File: src/rtl/core/itoa_pkg.sv
`timescale 1ns / 1ps

package itoa_pkg;

    // Format selector carried on the input tuser
    localparam logic ACT_DEC = 1'b0;
    localparam logic ACT_HEX = 1'b1;

    // ASCII codes used in the text
    localparam logic [6:0] CH_ZERO  = 7'h30;
    localparam logic [6:0] CH_A     = 7'h61;
    localparam logic [6:0] CH_X     = 7'h78;
    localparam logic [6:0] CH_MINUS = 7'h2d;
    localparam logic [3:0] DEC_BASE = 4'd10;

    // Map one digit value to its lower-case character
    function automatic logic [6:0] digit_char(input logic [3:0] d);
        if (d < DEC_BASE)
        begin
            return CH_ZERO + {3'd0, d};
        end
        return CH_A + {3'd0, d} - {3'd0, DEC_BASE};
    endfunction

endpackage

File: src/rtl/core/itoa_mag.sv
`timescale 1ns / 1ps

module itoa_mag
    import itoa_pkg::*;
#(
    parameter int VALUE_WIDTH = 32
)
(
    input  logic                   clk,
    input  logic                   rst_n,
    input  logic                   in_valid,
    output logic                   in_ready,
    input  logic [31:0]            in_value,
    input  logic                   in_action,
    output logic                   out_valid,
    input  logic                   out_ready,
    output logic [VALUE_WIDTH-1:0] out_mag,
    output logic                   out_neg,
    output logic                   out_hex
);

    logic [63:0]            wide;
    logic [VALUE_WIDTH-1:0] val;
    logic                   neg;
    logic                   vld_reg;
    logic [VALUE_WIDTH-1:0] mag_reg;
    logic                   neg_reg;
    logic                   hex_reg;

    // Keep the low VALUE_WIDTH bits and take the unsigned magnitude
    assign wide     = {32'd0, in_value};
    assign val      = wide[VALUE_WIDTH-1:0];
    assign neg      = (in_action == ACT_DEC) && val[VALUE_WIDTH-1];
    assign in_ready = !vld_reg || out_ready;

    always_ff @(posedge clk or negedge rst_n)
    begin
        if (!rst_n)
        begin
            vld_reg <= 1'b0;
        end
        else if (in_ready)
        begin
            vld_reg <= in_valid;
        end
    end

    // Hold the request payload
    always_ff @(posedge clk)
    begin
        if (in_ready && in_valid)
        begin
            mag_reg <= neg ? (~val + 1'b1) : val;
            neg_reg <= neg;
            hex_reg <= (in_action == ACT_HEX);
        end
    end

    assign out_valid = vld_reg;
    assign out_mag   = mag_reg;
    assign out_neg   = neg_reg;
    assign out_hex   = hex_reg;

endmodule

File: src/rtl/core/itoa_bcd.sv
`timescale 1ns / 1ps

module itoa_bcd
    import itoa_pkg::*;
#(
    parameter int VALUE_WIDTH = 32
)
(
    input  logic                   clk,
    input  logic                   rst_n,
    input  logic                   in_valid,
    output logic                   in_ready,
    input  logic [VALUE_WIDTH-1:0] in_mag,
    input  logic                   in_neg,
    input  logic                   in_hex,
    output logic                   out_valid,
    input  logic                   out_ready,
    output logic [4*((VALUE_WIDTH*30103+99999)/100000)-1:0] out_bcd,
    output logic [8*((VALUE_WIDTH+7)/8)-1:0] out_raw,
    output logic                   out_neg,
    output logic                   out_hex
);

    localparam int NDIG = (VALUE_WIDTH * 30103 + 99999) / 100000;
    localparam int NST  = (VALUE_WIDTH + 7) / 8;
    localparam int PW   = NST * 8;
    localparam int AW   = 4 * NDIG + PW;

    logic [NST:0]    vld_w;
    logic [NST:0]    rdy_w;
    logic [AW-1:0]   acc_w [NST+1];
    logic [PW-1:0]   raw_w [NST+1];
    logic [NST:0]    neg_w;
    logic [NST:0]    hex_w;

    // Eight shift-and-adjust steps of the double-dabble conversion
    function automatic logic [AW-1:0] dabble8(input logic [AW-1:0] acc);
        logic [AW-1:0] a;
        a = acc;
        for (int b = 0; b < 8; b++)
        begin
            for (int d = 0; d < NDIG; d++)
            begin
                if (a[PW+4*d +: 4] >= 4'd5)
                begin
                    a[PW+4*d +: 4] = a[PW+4*d +: 4] + 4'd3;
                end
            end
            a = a << 1;
        end
        return a;
    endfunction

    assign vld_w[0] = in_valid;
    assign in_ready = rdy_w[0];
    assign acc_w[0] = {{(4*NDIG){1'b0}}, PW'(in_mag)};
    assign raw_w[0] = PW'(in_mag);
    assign neg_w[0] = in_neg;
    assign hex_w[0] = in_hex;
    assign rdy_w[NST] = out_ready;

    for (genvar k = 0; k < NST; k++)
    begin : g_st
        logic          vld_reg;
        logic [AW-1:0] acc_reg;
        logic [PW-1:0] raw_reg;
        logic          neg_reg;
        logic          hex_reg;
        logic          en;

        assign en       = !vld_reg || rdy_w[k+1];
        assign rdy_w[k] = en;

        always_ff @(posedge clk or negedge rst_n)
        begin
            if (!rst_n)
            begin
                vld_reg <= 1'b0;
            end
            else if (en)
            begin
                vld_reg <= vld_w[k];
            end
        end

        // Advance one byte of the binary value into the digits
        always_ff @(posedge clk)
        begin
            if (en && vld_w[k])
            begin
                acc_reg <= dabble8(acc_w[k]);
                raw_reg <= raw_w[k];
                neg_reg <= neg_w[k];
                hex_reg <= hex_w[k];
            end
        end

        assign vld_w[k+1] = vld_reg;
        assign acc_w[k+1] = acc_reg;
        assign raw_w[k+1] = raw_reg;
        assign neg_w[k+1] = neg_reg;
        assign hex_w[k+1] = hex_reg;
    end

    assign out_valid = vld_w[NST];
    assign out_bcd   = acc_w[NST][AW-1:PW];
    assign out_raw   = raw_w[NST];
    assign out_neg   = neg_w[NST];
    assign out_hex   = hex_w[NST];

endmodule

File: src/rtl/core/itoa_emit.sv
`timescale 1ns / 1ps

module itoa_emit
    import itoa_pkg::*;
#(
    parameter int VALUE_WIDTH = 32
)
(
    input  logic                   clk,
    input  logic                   rst_n,
    input  logic                   in_valid,
    output logic                   in_ready,
    input  logic [4*((VALUE_WIDTH*30103+99999)/100000)-1:0] in_bcd,
    input  logic [8*((VALUE_WIDTH+7)/8)-1:0] in_raw,
    input  logic                   in_neg,
    input  logic                   in_hex,
    output logic                   out_valid,
    input  logic                   out_ready,
    output logic [6:0]             out_char,
    output logic                   out_last
);

    localparam int NDIG = (VALUE_WIDTH * 30103 + 99999) / 100000;
    localparam int CW   = $clog2(NDIG + 1);
    localparam int IW   = (NDIG > 1) ? $clog2(NDIG) : 1;

    logic [127:0]       raw_wide;
    logic [4*NDIG-1:0]  sel_dig;
    logic [CW-1:0]      sel_cnt;

    logic               c_vld_reg;
    logic [4*NDIG-1:0]  c_dig_reg;
    logic [CW-1:0]      c_cnt_reg;
    logic [1:0]         c_pre_reg;
    logic               c_hex_reg;
    logic               c_en;

    logic               busy_reg;
    logic [4*NDIG-1:0]  dig_reg;
    logic [CW-1:0]      dig_cnt_reg;
    logic [1:0]         pre_cnt_reg;
    logic               hex_reg;
    logic               fire;
    logic               d_load;
    logic [CW-1:0]      top_idx;
    logic [3:0]         cur_dig;

    // Pick the digit set and count the significant digits
    assign raw_wide = 128'(in_raw);

    always_comb
    begin
        sel_dig = in_hex ? raw_wide[4*NDIG-1:0] : in_bcd;
        sel_cnt = CW'(1);
        for (int i = 0; i < NDIG; i++)
        begin
            if (sel_dig[4*i +: 4] != 4'd0)
            begin
                sel_cnt = CW'(i + 1);
            end
        end
    end

    assign c_en     = !c_vld_reg || d_load;
    assign in_ready = c_en;

    always_ff @(posedge clk or negedge rst_n)
    begin
        if (!rst_n)
        begin
            c_vld_reg <= 1'b0;
        end
        else if (c_en)
        begin
            c_vld_reg <= in_valid;
        end
    end

    always_ff @(posedge clk)
    begin
        if (c_en && in_valid)
        begin
            c_dig_reg <= sel_dig;
            c_cnt_reg <= sel_cnt;
            c_pre_reg <= in_hex ? 2'd2 : {1'b0, in_neg};
            c_hex_reg <= in_hex;
        end
    end

    // Serialize one request, prefix first, then digits from the top
    assign fire   = busy_reg && out_ready;
    assign d_load = !busy_reg || (fire && out_last);

    always_ff @(posedge clk or negedge rst_n)
    begin
        if (!rst_n)
        begin
            busy_reg    <= 1'b0;
            pre_cnt_reg <= 2'd0;
            dig_cnt_reg <= '0;
        end
        else if (d_load)
        begin
            busy_reg    <= c_vld_reg;
            pre_cnt_reg <= c_pre_reg;
            dig_cnt_reg <= c_cnt_reg;
        end
        else if (fire)
        begin
            if (pre_cnt_reg != 2'd0)
            begin
                pre_cnt_reg <= pre_cnt_reg - 2'd1;
            end
            else
            begin
                dig_cnt_reg <= dig_cnt_reg - CW'(1);
            end
        end
    end

    always_ff @(posedge clk)
    begin
        if (d_load && c_vld_reg)
        begin
            dig_reg <= c_dig_reg;
            hex_reg <= c_hex_reg;
        end
    end

    // Drive the current character from the held request
    assign top_idx = dig_cnt_reg - CW'(1);
    assign cur_dig = dig_reg[4*top_idx[IW-1:0] +: 4];

    always_comb
    begin
        if (pre_cnt_reg == 2'd0)
        begin
            out_char = digit_char(cur_dig);
        end
        else if (!hex_reg)
        begin
            out_char = CH_MINUS;
        end
        else if (pre_cnt_reg == 2'd2)
        begin
            out_char = CH_ZERO;
        end
        else
        begin
            out_char = CH_X;
        end
    end

    assign out_valid = busy_reg;
    assign out_last  = (pre_cnt_reg == 2'd0) && (dig_cnt_reg == CW'(1));

    a_dig_left: assert property (@(posedge clk) disable iff (!rst_n)
        busy_reg && pre_cnt_reg == 2'd0 |-> dig_cnt_reg != '0)
        else $error("digit count ran out before last character");

    a_dig_range: assert property (@(posedge clk) disable iff (!rst_n)
        busy_reg |-> dig_cnt_reg <= CW'(NDIG))
        else $error("digit count beyond digit slots");

    a_cnt_range: assert property (@(posedge clk) disable iff (!rst_n)
        c_vld_reg |-> c_cnt_reg != '0 && c_cnt_reg <= CW'(NDIG))
        else $error("significant digit count out of range");

    a_dec_prefix: assert property (@(posedge clk) disable iff (!rst_n)
        busy_reg && !hex_reg |-> pre_cnt_reg != 2'd2)
        else $error("decimal text with two prefix characters");

    a_idle_after_last: assert property (@(posedge clk) disable iff (!rst_n)
        fire && out_last && !c_vld_reg |=> !busy_reg)
        else $error("serializer busy with no pending request");

endmodule

File: src/rtl/core/integer_to_ascii_digits_top.sv
`timescale 1ns / 1ps
// Path: magnitude register, double-dabble byte stages, capture register, serializer.
// Throughput: one character per cycle while m_tready is high; a request has 1 to 11
// characters at VALUE_WIDTH 32, sent one at a time on the single-character output port.
// Magnitude and double-dabble stages buffer ahead and take a request every unstalled cycle.
// Reset: rst_n is asynchronous and active low; it empties every stage and the serializer.
module integer_to_ascii_digits_top
    import itoa_pkg::*;
#(
    parameter int VALUE_WIDTH = 32
)
(
    input  logic        clk,
    input  logic        rst_n,
    input  logic        s_tvalid,
    output logic        s_tready,
    input  logic [31:0] s_tdata,   // [31:0] value_bits
    input  logic [0:0]  s_tuser,   // [0] action
    output logic        m_tvalid,
    input  logic        m_tready,
    output logic [7:0]  m_tdata,   // [6:0] character, [7] zero
    output logic        m_tlast
);

    localparam int NDIG = (VALUE_WIDTH * 30103 + 99999) / 100000;
    localparam int PW   = 8 * ((VALUE_WIDTH + 7) / 8);

    logic                   a_valid;
    logic                   a_ready;
    logic [VALUE_WIDTH-1:0] a_mag;
    logic                   a_neg;
    logic                   a_hex;
    logic                   b_valid;
    logic                   b_ready;
    logic [4*NDIG-1:0]      b_bcd;
    logic [PW-1:0]          b_raw;
    logic                   b_neg;
    logic                   b_hex;
    logic [6:0]             char_w;

    itoa_mag #(.VALUE_WIDTH(VALUE_WIDTH)) u_mag (
        .clk       (clk),
        .rst_n     (rst_n),
        .in_valid  (s_tvalid),
        .in_ready  (s_tready),
        .in_value  (s_tdata),
        .in_action (s_tuser[0]),
        .out_valid (a_valid),
        .out_ready (a_ready),
        .out_mag   (a_mag),
        .out_neg   (a_neg),
        .out_hex   (a_hex)
    );

    itoa_bcd #(.VALUE_WIDTH(VALUE_WIDTH)) u_bcd (
        .clk       (clk),
        .rst_n     (rst_n),
        .in_valid  (a_valid),
        .in_ready  (a_ready),
        .in_mag    (a_mag),
        .in_neg    (a_neg),
        .in_hex    (a_hex),
        .out_valid (b_valid),
        .out_ready (b_ready),
        .out_bcd   (b_bcd),
        .out_raw   (b_raw),
        .out_neg   (b_neg),
        .out_hex   (b_hex)
    );

    itoa_emit #(.VALUE_WIDTH(VALUE_WIDTH)) u_emit (
        .clk       (clk),
        .rst_n     (rst_n),
        .in_valid  (b_valid),
        .in_ready  (b_ready),
        .in_bcd    (b_bcd),
        .in_raw    (b_raw),
        .in_neg    (b_neg),
        .in_hex    (b_hex),
        .out_valid (m_tvalid),
        .out_ready (m_tready),
        .out_char  (char_w),
        .out_last  (m_tlast)
    );

    assign m_tdata = {1'b0, char_w};

endmodule
File: config.mk
export PLATFORM = sky130hd
export DESIGN_NAME = integer_to_ascii_digits_top
export DESIGN_NICKNAME = d
export VERILOG_FILES = /design/src/rtl/core/itoa_pkg.sv /design/src/rtl/core/itoa_mag.sv /design/src/rtl/core/itoa_bcd.sv /design/src/rtl/core/itoa_emit.sv /design/src/rtl/core/integer_to_ascii_digits_top.sv
export SDC_FILE = /design/constraint.sdc
export NUM_CORES = 1
export LEC_CHECK = 0
export BUFFER_PORTS_ARGS = -buffer_cell sky130_fd_sc_hd__buf_2
export CORE_MARGIN = 5
export CORE_UTILIZATION = 60
export DETAILED_ROUTE_END_ITERATION = 7
export GPL_TIMING_DRIVEN = 1
export PLACE_DENSITY_LB_ADDON = 0.08
export SLEW_MARGIN = 30
export SYNTH_ARGS = -nofsm -noshare
export SYNTH_HDL_FRONTEND = slang
export SYNTH_SLANG_ARGS = --single-unit
export TNS_END_PERCENT = 20
File: constraint.sdc
create_clock -name clk -period 11.9 [get_ports clk]
set_input_delay 1.19 -clock clk [delete_from_list [all_inputs] [get_ports clk]]
set_output_delay 1.19 -clock clk [all_outputs]
set_load 0.05 [all_outputs]
==> Word-level counts from Yosys, hierarchy flattened <==
Index checks and enable logic that the tools add are counted.
{ "classes": {"add_sub_neg": 281, "magnitude_cmp": 276, "eq_ne": 3, "n_shift": 1, "mux": 537, "bitwise_logic": 2, "reduce_logical": 41} }
{ "op_table": {"columns": ["operator", "n"], "rows": [
  ["2-to-1 mux 4 bit", 476],
  [">= comparator 4 x 3 -> 1 bit, second input constant", 275],
  ["adder 4 x 2 -> 4 bit, second input constant", 251],
  ["2-to-1 mux 3 bit", 45],
  ["adder 3 x 2 -> 3 bit, second input constant", 24],
  ["2-to-1 mux 40 bit", 1],
  ["variable part select 40 x 7 -> 4 bit", 1],
  ["nonzero test 4 bit", 9],
  ["2-to-1 mux 7 bit", 5],
  ["adder 32 x 1 -> 32 bit, second input constant", 1],
  ["2-to-1 mux 32 bit", 1],
  ["NOT 32 bit", 1],
  ["2-to-1 mux 2 bit", 7],
  ["logical AND 1 bit", 11],
  ["adder 6 x 4 -> 7 bit, first input constant", 1],
  ["adder 6 x 5 -> 7 bit, first input constant", 1],
  ["zero test 1 bit", 7],
  ["logical OR 1 bit", 7],
  ["subtractor 7 x 4 -> 7 bit, second input constant", 1],
  ["nonzero test 2 bit", 3],
  ["== test 4 x 1 -> 1 bit, second input constant", 1],
  ["less-than comparator 4 bit, second input constant", 1],
  ["AND reduction 2 bit", 2],
  ["subtractor 4 x 1 -> 4 bit, second input constant", 1],
  ["other kinds (7)", 8]
]} }
{ "word_totals": {"reg_bits": 479, "inputBits": 37, "out_inout_bits": 11, "wordCells": 1177} }

==> Logic depth before layout (Yosys ltp) <==
{ "depth": {"ltp_word": 31, "ltp_mapped": 38, "depth_no_buf": 38} }

==> Hierarchy <==
Synthesis repeated with hierarchy kept, for this count alone.
{ "unflattened": {"cells_unflattened": 3553, "area_unflattened_um2": 32591.3} }
{ "by_module_without_submodules": {"columns": ["mod", "instances", "cells_each", "area_per_inst_um2", "seq_area_each_um2"], "rows": [
  ["itoa_bcd", 1, 3112, 26377.8, 7126.8],
  ["itoa_emit", 1, 297, 4414.2, 2812.7],
  ["itoa_mag", 1, 142, 1788.0, 1046.0],
  ["integer_to_ascii_digits_top", 1, 2, 11.3, 0.0]
]} }

==> Least setup slack after synthesis <==
Ideal clock, no wire load.
{ "synth_timing": {"path_type": "register to register", "from": "register u_emit.dig_cnt_reg[1]", "to": "register u_bcd.g_st[3].acc_reg[33] (enable)", "setup_time_ps": 548, "arrival_time_ps": 6684, "required_ps": 11352, "slack_ps": 4668, "stages_incl_launch_ff": 7, "path_buffers": 1, "period_less_slack_ps": 7232, "path_cell_list": "dfrtp_1 -> inv_1 -> ha_1 -> nor4bb_1 -> a21boi_1 -> clkbuf_1 -> a31oi_1"} }
{ "synth_via": {"elab_chain_len": 7} }
{ "synth_lines": {"columns": ["element", "line", "text"], "rows": [
  ["start, declared", "itoa_emit.sv:40", "logic [CW-1:0] dig_cnt_reg;"],
  ["start signal, assigned", "itoa_emit.sv:106", "dig_cnt_reg <= c_cnt_reg;"],
  ["start signal, assigned", "itoa_emit.sv:116", "dig_cnt_reg <= dig_cnt_reg - CW'(1);"],
  ["== test 4 x 1 -> 1 bit", "itoa_emit.sv:155", "assign out_last = (pre_cnt_reg == 2'd0) && (dig_cnt_reg == CW'(1));"],
  ["logical AND 1 bit", "itoa_emit.sv:155", null],
  ["named net m_tlast", "integer_to_ascii_digits_top.sv:22", "output logic m_tlast"],
  ["logical AND 1 bit", "itoa_emit.sv:92", "assign d_load = !busy_reg || (fire && out_last);"],
  ["logical OR 1 bit", "itoa_emit.sv:92", null],
  ["logical OR 1 bit", "itoa_emit.sv:64", "assign c_en = !c_vld_reg || d_load;"],
  ["logical OR 1 bit", "itoa_bcd.sv:71", "assign en = !vld_reg || rdy_w[k+1];"],
  ["logical AND 1 bit", "itoa_bcd.sv:89", "if (en && vld_w[k])"],
  ["end signal, assigned", "itoa_bcd.sv:91", "acc_reg <= dabble8(acc_w[k]);"],
  ["end, declared", "itoa_bcd.sv:65", "logic [AW-1:0] acc_reg;"]
]} }
The timed path passes the listed nets, and every way through them passes these cells.
A chain may end at the register's enable or synchronous reset.

==> Worst setup path after layout <==
{ "layout_timing": {"from": "register u_bcd.g_st[2].acc_reg[60]", "to": "register u_bcd.g_st[3].acc_reg[70] (data pin)"} }
{ "layout_via": {"elab_chain_len": 23, "elab_cells_between_ends": 71, "classes_between": "18 x add/sub; 18 x order compare; 35 x mux"} }
{ "layout_lines": {"columns": ["element", "line", "text"], "rows": [
  ["start, declared", "itoa_bcd.sv:65", null],
  ["start signal, assigned", "itoa_bcd.sv:91", null],
  ["adder 4 x 2 -> 4 bit or >= comparator 4 x 3 -> 1 bit (tied branches)", "itoa_bcd.sv:46, itoa_bcd.sv:44", null],
  ["2-to-1 mux 4 bit (*)", "itoa_bcd.sv:44", "if (a[PW+4*d +: 4] >= 4'd5)"],
  ["2-to-1 mux 4 bit (*)", "itoa_bcd.sv:89", null],
  ["adder 4 x 2 -> 4 bit or >= comparator 4 x 3 -> 1 bit (tied branches)", "itoa_bcd.sv:46, itoa_bcd.sv:44", null],
  ["2-to-1 mux 4 bit", "itoa_bcd.sv:44", null],
  ["2-to-1 mux 4 bit", "itoa_bcd.sv:89", null],
  ["adder 4 x 2 -> 4 bit, or another cell as far along", "itoa_bcd.sv:46", "a[PW+4*d +: 4] = a[PW+4*d +: 4] + 4'd3;"],
  ["2-to-1 mux 4 bit or 2-to-1 mux 3 bit (tied branches)", "itoa_bcd.sv:44", null],
  ["(+7 left out)", null, null],
  ["adder 4 x 2 -> 4 bit, or another cell as far along", "itoa_bcd.sv:46", null],
  ["2-to-1 mux 4 bit or 2-to-1 mux 3 bit (tied branches)", "itoa_bcd.sv:44", null],
  ["2-to-1 mux 4 bit or 2-to-1 mux 3 bit (tied branches)", "itoa_bcd.sv:89", null],
  ["adder 4 x 2 -> 4 bit, or another cell as far along", "itoa_bcd.sv:46", null],
  ["2-to-1 mux 4 bit or 2-to-1 mux 3 bit (tied branches)", "itoa_bcd.sv:44", null],
  ["2-to-1 mux 4 bit or 2-to-1 mux 3 bit (tied branches)", "itoa_bcd.sv:89", null],
  [">= comparator 4 x 3 -> 1 bit or adder 3 x 2 -> 3 bit (tied branches)", "itoa_bcd.sv:44, itoa_bcd.sv:46", null],
  ["2-to-1 mux 3 bit (*)", "itoa_bcd.sv:44", null]
]} }
Every way passes the cells marked *; elsewhere a longest branch is shown, timed or not. The select of a mux whose other input is x is not followed.

==> results.md <==
* Worst Clk Skew at 20.4 ps
* Number of flip-flops in the largest register at 98
* Syn Std Cell Area at 31700 um^2
* Clk pwr share at 11.3%
* DP Worst Slack at 4690 ps
* Horiz. Die Dim at 240 um
* Drt drc at 0
* CP peak stage delay at 420 ps
* CTS clk-pin slew, worst paths at 60 ps
* Post-synth top area share at 33.6%
* Synth top area cells: edfxtp_1 34%, ha_1 6.1%, a21oi_1 3.9%, nand2_1 3.8%, nor2_1 3.2%
* Gr ovfl total at 0
* Reg power frac at 18.1%
* Clk Latency, worst-skew pair at 550 ps
* RD Place Congestion at 0.858
* Crit. End Element: flop
* Cell internal pwr at 0.00552 W
* # rows at 84
* Crit share post-route at 61.0%
* Count of final hold-check violations at 0
* P_leak at 13.0 nW
* Ys flop type: edfxtp_1
* Cell with the most instances after synthesis: edfxtp_1
* DR pass1 iterations at 8
* Async set or reset register ratio after synthesis at 3.53%
* Final HPWL DP at 50300 um
* Pwr/cell area at 305 nW/um^2
* Vias at 25742
* Count of cell types in the netlist at 137
* GRT Overall Usage at 22.2%
* Synthesized flop and latch total at 368
* Initial core utilization at 60.4%
* Status: finished clean
* Pins over their slew limit at 0
* Synth top cells by count: 355 x edfxtp_1, 319 x nand2_1, 273 x nor2_1
* Die Area at 57500 um^2
* Max_slew headroom at 30.4%
* CP Class: flop to flop
* Pin count of the biggest net entering global routing at 74
* Clock Path Buffers at 3
* Type of origin of the critical path: flop
* Post-CTS Resized at 0
* F_max at 138 MHz
* Number of setup buffers added after CTS at 0
* Synth Area per Inst at 9.20 um^2
* Vias per cell at 6.16
* CORE AREA at 52400 um^2
* Share of post-route cells with drive strength above 1 at 12.7%
* CP dominant cell by count: ha_1
* P&R area growth vs syn at 6.75%
* Die height at 240 um
* Root Driver: clkbuf_16
* Setup TNS Final at 0 ps
* Part of the power in combinational logic at 70.6%
* Post-synth EDFFs at 355
* CTS buffer count at 41
* Switching share of power at 46.4%
* Cells after Synth at 3442
* Final min period at 7260 ps
* Cts hold-fix bufs at 0
* Synthesized net count at 3633
* Slew @ Worst Pin at 1020 ps
* Largest area contributor in the netlist: edfxtp_1
* Critical Path RT at 12180 ps
* Worst min-delay path class: flop to flop
* P_sw at 0.00478 W
* Post-route ant nets at 0
* Net count, final at 3644
* CTS H-Tree Depth at 2
* Initial DRC count at 1887
* CTS tree: done
* Final setup viols at 0
* Worst-path fanout max at 7
* I/O pins at 48
* DRT Wirelength at 66100 um
* Final cell count without fillers at 4176
* Vias in the first global route at 23623
* Slowest CP cell: edfxtp_1
* Global-route wire length before repair at 110000 um
* Number of max-cap violations at 0
* Avg WL per Cell at 15.8 um
* Final worst slack at 4640 ps
* Yosys warning count at 0
* Initial antenna violation count at 5
* I/O Buffers at 45
* Placed Cells at 4098
* Sequential-to-total area share from yosys stat at 34.7%
* Clock sinks at 368
* Worst Path Arrival at 7540 ps
* Peak supply drop at 0.231 mV
* RSZ-0062 raised after global routing: false
==> routing by layer <==
layer | up-vias | part of all wire [%] | routed length (um) | global-route usage [%]
met2 | 525 | 49 | 32600 | 39.3
met5 | - | 0 | 0 | 0
met1 | 12140 | 45 | 29500 | 29.4
met3 | 101 | 3.8 | 2530 | 2.18
met4 | 0 | 2.2 | 1480 | 6.00
li1 | 12976 | - | - | -
==> kinds of logic after synthesis <==
kind of cell	synth area share, %
flip-flops	34.7
AND/OR/NAND/NOR	16.8
XOR/XNOR	5.11
adder cells (fa/ha/maj)	6.14
buffers and inverters	3.81
AO/OA/AOI/OAI	26.1
other	0.0237
multiplexers	7.28
==> power by group through the flow <==
stage | clock network [W] | logic [W] | registers (W)
2_1_floorplan | 0 | 0.00610 | 0.00186
3_3_place_gp | 0 | 0.00684 | 0.00189
3_5_place_dp | 0 | 0.00721 | 0.00189
4_1_cts | 0.00119 | 0.00725 | 0.00186
5_1_grt | 0.00125 | 0.00816 | 0.00187
6_report | 0.00116 | 0.00728 | 0.00186
==> worst max-delay path, delay by kind of cell (launching register included) <==
family / cells / cell delay [ps]
adders and majority gates: 7 / 1600
xor gates and xnor gates: 3 / 960
and+or+nand+nor: 3 / 270
muxes: 2 / 310
buffers and inverters: 5 / 370
AOI/OAI and AO/OA: 14 / 3070
DFF: 1 / 420
==> final timing paths <==
path / slack, ps / endpoint / cells past startpoint / startpoint
max in group asynchronous: 11020 / u_bcd.out_valid / 1 / rst_n
max reg2reg: 4640 / u_bcd.g_st[3].acc_reg[70] / 34 / u_bcd.g_st[2].acc_reg[60]
max: 4640 / u_bcd.g_st[3].acc_reg[70] / 34 / u_bcd.g_st[2].acc_reg[60]
min in group asynchronous: 580 / u_bcd.g_st[0].vld_reg / 1 / rst_n
min reg2reg: 410 / u_emit.dig_reg[2] / 0 / u_emit.c_dig_reg[2]
min: 410 / u_emit.dig_reg[2] / 0 / u_emit.c_dig_reg[2]
==> cells in the final DEF, fill, tap and decap left out, types with 18 or more instances in the layout <==
cell type / count
a31oi_1: 33
a211oi_1: 50
or2_2: 24
buf_2: 45
inv_1: 200
nor3_1: 82
xor2_1: 38
a21o_1: 39
o21ai_0: 200
a21boi_0: 20
mux2_2: 81
a211o_1: 24
o211ai_1: 34
xnor2_1: 83
o21a_1: 44
o21bai_1: 30
and3_1: 18
a21oi_1: 244
or3_1: 33
nand3_1: 56
ha_1: 154
and2_1: 46
nor2b_1: 51
clkbuf_16: 41
edfxtp_1: 355
nand2b_1: 72
o22ai_1: 37
xnor2_2: 20
nor2_1: 273
mux2i_1: 89
o21ai_1: 68
nand2_1: 319
==> metrics by stage <==
stage | hold slack [ps] | cell area (um^2) | utilization, % | total power, W
CTS | 415 | 33800 | 64.4 | 0.0103
finish | 414 | 33800 | 64.5 | 0.0103
global route | 424 | 33800 | 64.5 | 0.0113
global placement | 401 | 32500 | 62.0 | 0.00873
floorplan | 400 | 31700 | - | 0.00796
detailed placement | 405 | 32600 | 62.1 | 0.00910
==> layout make-up <==
type                    instances  area, um^2
multi-input cells            2763       19600
fillers                      4205       18600
flip-flops and latches        368       11000
clock buffers                  46        1040
well taps                     688         861
inverters                     219         823
repair buffers                 60         358
clock inverters                29         184
diodes                          3        7.51
No activity file was read; power rests on OpenSTA's default activity.
